## src/rtl/bispectrum_box_smoother_defines.svh

```systemverilog
// Assertion macros used by the block's top level.
`ifndef BISPECTRUM_BOX_SMOOTHER_DEFINES_SVH
`define BISPECTRUM_BOX_SMOOTHER_DEFINES_SVH

// Asserts that a property holds on every rising clock edge outside reset.
`define BBS_ASSERT(label, clk, rst_n, prop, msg) \
  label: assert property (@(posedge clk) disable iff (!rst_n) (prop)) else $error(msg);

// Asserts that an antecedent implies a consequent in the next cycle.
`define BBS_ASSERT_NEXT(label, clk, rst_n, ante, cons, msg) \
  label: assert property (@(posedge clk) disable iff (!rst_n) (ante) |=> (cons)) \
    else $error(msg);

`endif

```

## src/rtl/bbs_pkg.sv

```systemverilog
// Package with the types and constants of the box smoother.
`timescale 1ns / 1ps
package bbs_pkg;

  localparam int unsigned LengthDef = 256;
  localparam int unsigned MaxWindowDef = 32;
  localparam int unsigned PrefW = 58;
  localparam int unsigned OutW = 48;
  localparam int unsigned ScaleW = 25;
  localparam int unsigned WinW = 6;

  localparam logic OpLoad = 1'b0;
  localparam logic OpStep = 1'b1;

  localparam logic [1:0] RegWindow = 2'd0;
  localparam logic [1:0] RegScale = 2'd1;

  typedef struct packed {
    logic               operation;
    logic [7:0]         index;
    logic signed [15:0] coef_real;
    logic signed [15:0] coef_imag;
  } bbs_in_t;

  typedef struct packed {
    logic [7:0]            out_row;
    logic [7:0]            out_col;
    logic signed [47:0]    bispec_real;
    logic signed [47:0]    bispec_imag;
    logic                  last;
  } bbs_out_t;

endpackage

```

## src/rtl/bbs_scale.sv

```systemverilog
// Scaling of a box sum by scale_i / 2^24 with floor and 48-bit saturation.
`timescale 1ns / 1ps
module bbs_scale import bbs_pkg::*; (
  input  logic                     clk_i,
  input  logic signed [PrefW-1:0]  box_i,
  input  logic [ScaleW-1:0]        scale_i,
  output logic signed [OutW-1:0]   res_o
);

  logic              neg_q;
  logic [PrefW-1:0]  mag;
  logic [57:0]       hi_prod_q;
  logic [48:0]       lo_prod_q;
  logic [58:0]       q;
  logic [PrefW-1:0]  neg_box;

  // Stage one: split the magnitude and form two partial products.
  assign neg_box = PrefW'(-box_i);
  assign mag = box_i[PrefW-1] ? neg_box : box_i;

  always_ff @(posedge clk_i) begin
    neg_q     <= box_i[PrefW-1];
    hi_prod_q <= 58'(mag[PrefW-1:24]) * 58'(scale_i);
    lo_prod_q <= 49'(mag[23:0]) * 49'(scale_i);
  end

  // Stage two: combine, round toward minus infinity, saturate.
  always_comb begin
    q = 59'(hi_prod_q) + 59'(lo_prod_q[48:24]);
    if (neg_q && (lo_prod_q[23:0] != '0)) begin
      q = q + 59'd1;
    end
    if (!neg_q) begin
      res_o = (q > 59'h7FFF_FFFF_FFFF) ? 48'sh7FFF_FFFF_FFFF : OutW'(q);
    end else if (q > 59'h8000_0000_0000) begin
      res_o = 48'sh8000_0000_0000;
    end else begin
      res_o = OutW'(-q);
    end
  end

endmodule

```

## config.mk

```make
export PLATFORM = sky130hd
export DESIGN_NAME = bbs_scale
export DESIGN_NICKNAME = d
export VERILOG_FILES = /design/src/rtl/bispectrum_box_smoother_defines.svh /design/src/rtl/bbs_pkg.sv /design/src/rtl/bbs_scale.sv
export SDC_FILE = /design/constraint.sdc
export NUM_CORES = 2
export LEC_CHECK = 0
export BUFFER_PORTS_ARGS = -buffer_cell sky130_fd_sc_hd__buf_2
export CORE_ASPECT_RATIO = 1.25
export CORE_MARGIN = 3
export CORE_UTILIZATION = 63
export CTS_CLUSTER_DIAMETER = 100
export DETAILED_ROUTE_END_ITERATION = 16
export PLACE_DENSITY = 0.77
export SYNTH_ARGS = -nofsm -noshare
export SYNTH_HDL_FRONTEND = slang
export SYNTH_SLANG_ARGS = --single-unit
```

## constraint.sdc

```tcl
create_clock -name clk_i -period 31 [get_ports clk_i]
set_clock_uncertainty 0.1 [all_clocks]
set_input_delay 3.1 -clock clk_i [delete_from_list [all_inputs] [get_ports clk_i]]
set_output_delay 3.1 -clock clk_i [all_outputs]
set_load 0.005 [all_outputs]
```

==> reports/qor.yml <==
status:
  status: "finished clean"
sta:
  maxClockFrequency_ghz: 0.0677
  worst_slew_pin_slew_ns: 1.08
  rsz0062_at_grt: "no"
  finalSetupViolCount: 0
  timing.final.hold_violations: 0
  slew_violations: 0
  worst_slew_margin_rel: 0.272
  layout_min_cycle_time_ns: 14.77
  final_cycle_share: 0.476
  finalSetupTns_ns: 0
worst_setup_path:
  timing.critical_path.slowest_cell_delay_ns: 0.66
  path_max_fanout: 25
  timing.critical_path.arrival_ns: 14.91
  worstSetupPathType: "input port to flop"
  critPathMostFrequentCell: "fa_1"
  timing.critical_path.from_type: "input port"
  worst_path_max_delay_cell: "or4_1"
  critPathRequiredTime_ns: 31.14
  worst_setup_path_end_kind: "flop"
cts:
  clock-sinks: 108
  root_buffer_cell: "clkbuf_16"
  post_cts_resize_count: 0
  clk_transition_reported_paths_ns: 0.08
  cts_tree: "yes"
  cts_htree_levels: 3
  cts_buffers: 9
  postCtsHoldBufs: 0
  cts.path.max_buffers: 2
  cts.repair_timing.setup_buffer_count: 0
global_routing:
  globalRoute.busiestLayer: "met2"
  grt_first_pass_wirelength_um: 250000
  grt_use_met1: 0.416
  first_global_vias: 48000
  grt.met3_usage: 0.0645
  gr-usage-met2: 0.585
  grt.total_usage: 0.343
  grt_max_degree: 89
  number_of_antenna_violations_at_the_first_check_in_global_routing: 15
  globalRoute.totalOverflow: 0
yosys:
  synth-seq-area-share: 0.0386
  synth_area_sq_mm: 0.0560
  ys_types: 102
  postSynthCellCount: 6471
  synth-main-ff-cell: "dfxtp_1"
  synth_edf_count: 0
  synthesized_flop_and_latch_total: 108
  synth_warnings: 0
  mappedNetlistNets: 8185
  synth-async-reset-ratio: 0
  synth_area_per_cell_sq_um: 8.66
drt:
  route.antenna.remaining_nets: 0
  initial_detailed_routing_violation_count: 3219
  drc_errors: 0
  drt_pass1_iterations: 6
  finalWirelength_um: 154000
  dr_total_vias: 44500
  wire_per_inst_um: 20.4
  via_per_inst: 5.89
worst_hold_path:
  min-delay-path-class: "input port to flop"
final_layout:
  seq_area_sq_mm: 0.00217
  areaGrowthSynthToFinish_pct: 4.19
  fillers: 7121
  most-common-layout-cells: "inv_1 (1,345), fa_1 (1,237), nand2_1 (962), and2_1 (636), ha_1 (393)"
  post_layout_instance_count_excluding_filler_cells: 7560
  multi_input_comb_area_sq_mm: 0.0480
  final_nets: 8089
  finish.instance_area_sq_mm: 0.0584
  layout_cell_share_with_drive_strength_beyond_1: 0.0614
  mostFrequentLayoutCell: "inv_1"
floorplan:
  fp.dieArea_sq_mm: 0.0926
  core-area_sq_mm: 0.0877
  starting_density_of_the_core: 0.639
  num_io_pins: 132
  fp.dieH_um: 339
  num_rows: 121
  floorplan.die.width_um: 273
placed_design:
  placed_cell_area_sq_mm: 0.0581
  place.detailed.instances: 7532
  io_buffers: 131
  detailed_placement_wirelength_estimate_um: 122000
  gp_congestion: 0.938
job:
  drv.max_cap_violation_count: 0
[sequential cells by signal, summed over array words and instances (netlist names)]
register / cells
hi_prod_q: 58
lo_prod_q: 49
neg_q: 1
[cells by family after synthesis]
family | count (synthesis) | synth area share
AND/OR/NAND/NOR | 2199 | 0.197
adder cells (fa/ha/maj) | 1630 | 0.530
multiplexers | 21 | 0.00382
buffers and inverters | 1676 | 0.114
flip-flops | 108 | 0.0386
XOR/XNOR | 254 | 0.0397
AO/OA/AOI/OAI | 583 | 0.0773
[final cells by class]
cell class                 count  area share
antenna                       12    0.000514
timing repair buffer         223      0.0231
clock buffer                  10     0.00392
tap                         1168      0.0250
inverter                    1346      0.0866
sequential                   108      0.0371
clock inverter                 6    0.000965
multi-input combinational   4687       0.823
[worst paths after layout]
check | from | endpoint | slack [ns] | cells past startpoint
worst min-delay path | box_i[57] | neg_q$_DFF_P_ | 3.19 | 2
worst max-delay path | box_i[2] | hi_prod_q[56]$_DFF_P_ | 16.23 | 41
[routing by layer]
layer / wire length (um) / part of all wire
met5: 69 / 0.00045
met4: 8920 / 0.058
met3: 13200 / 0.086
met2: 75600 / 0.49
met1: 56100 / 0.36
[worst max-delay path, delay by kind of cell]
family | cells | cell delay [ns]
fa+ha+maj | 8 | 3.79
simple gates | 16 | 4.47
buf+inv | 4 | 0.58
compound gates | 11 | 2.65
xor+xnor | 2 | 0.29
[metrics by stage]
step	utilization	hold WS, ns	worst slack (ns)
6_report	0.666	3.19	16.23
5_1_grt	0.666	3.19	15.37
4_1_cts	0.666	3.17	16.29
3_5_place_dp	0.662	3.56	15.93
3_3_place_gp	0.662	3.54	16.12
2_1_floorplan	-	3.03	17.30
[Yosys cell counts (all sizes together), types with 59 or more instances]
cell / n / area share
inv: 1346 / 0.090
fa: 1237 / 0.44
nand2: 963 / 0.065
and2: 638 / 0.071
ha: 393 / 0.088
clkbuf: 307 / 0.021
xnor2: 187 / 0.029
nor2: 137 / 0.0092
a21oi: 130 / 0.012
o21ai: 119 / 0.011
dfxtp: 108 / 0.039
nand3: 91 / 0.0086
nor2b: 78 / 0.0087
xor2: 67 / 0.010
nor3: 59 / 0.0058
Power is not shown: default switching activity piles up to over one toggle a cycle in this logic, so the estimate is an artifact.
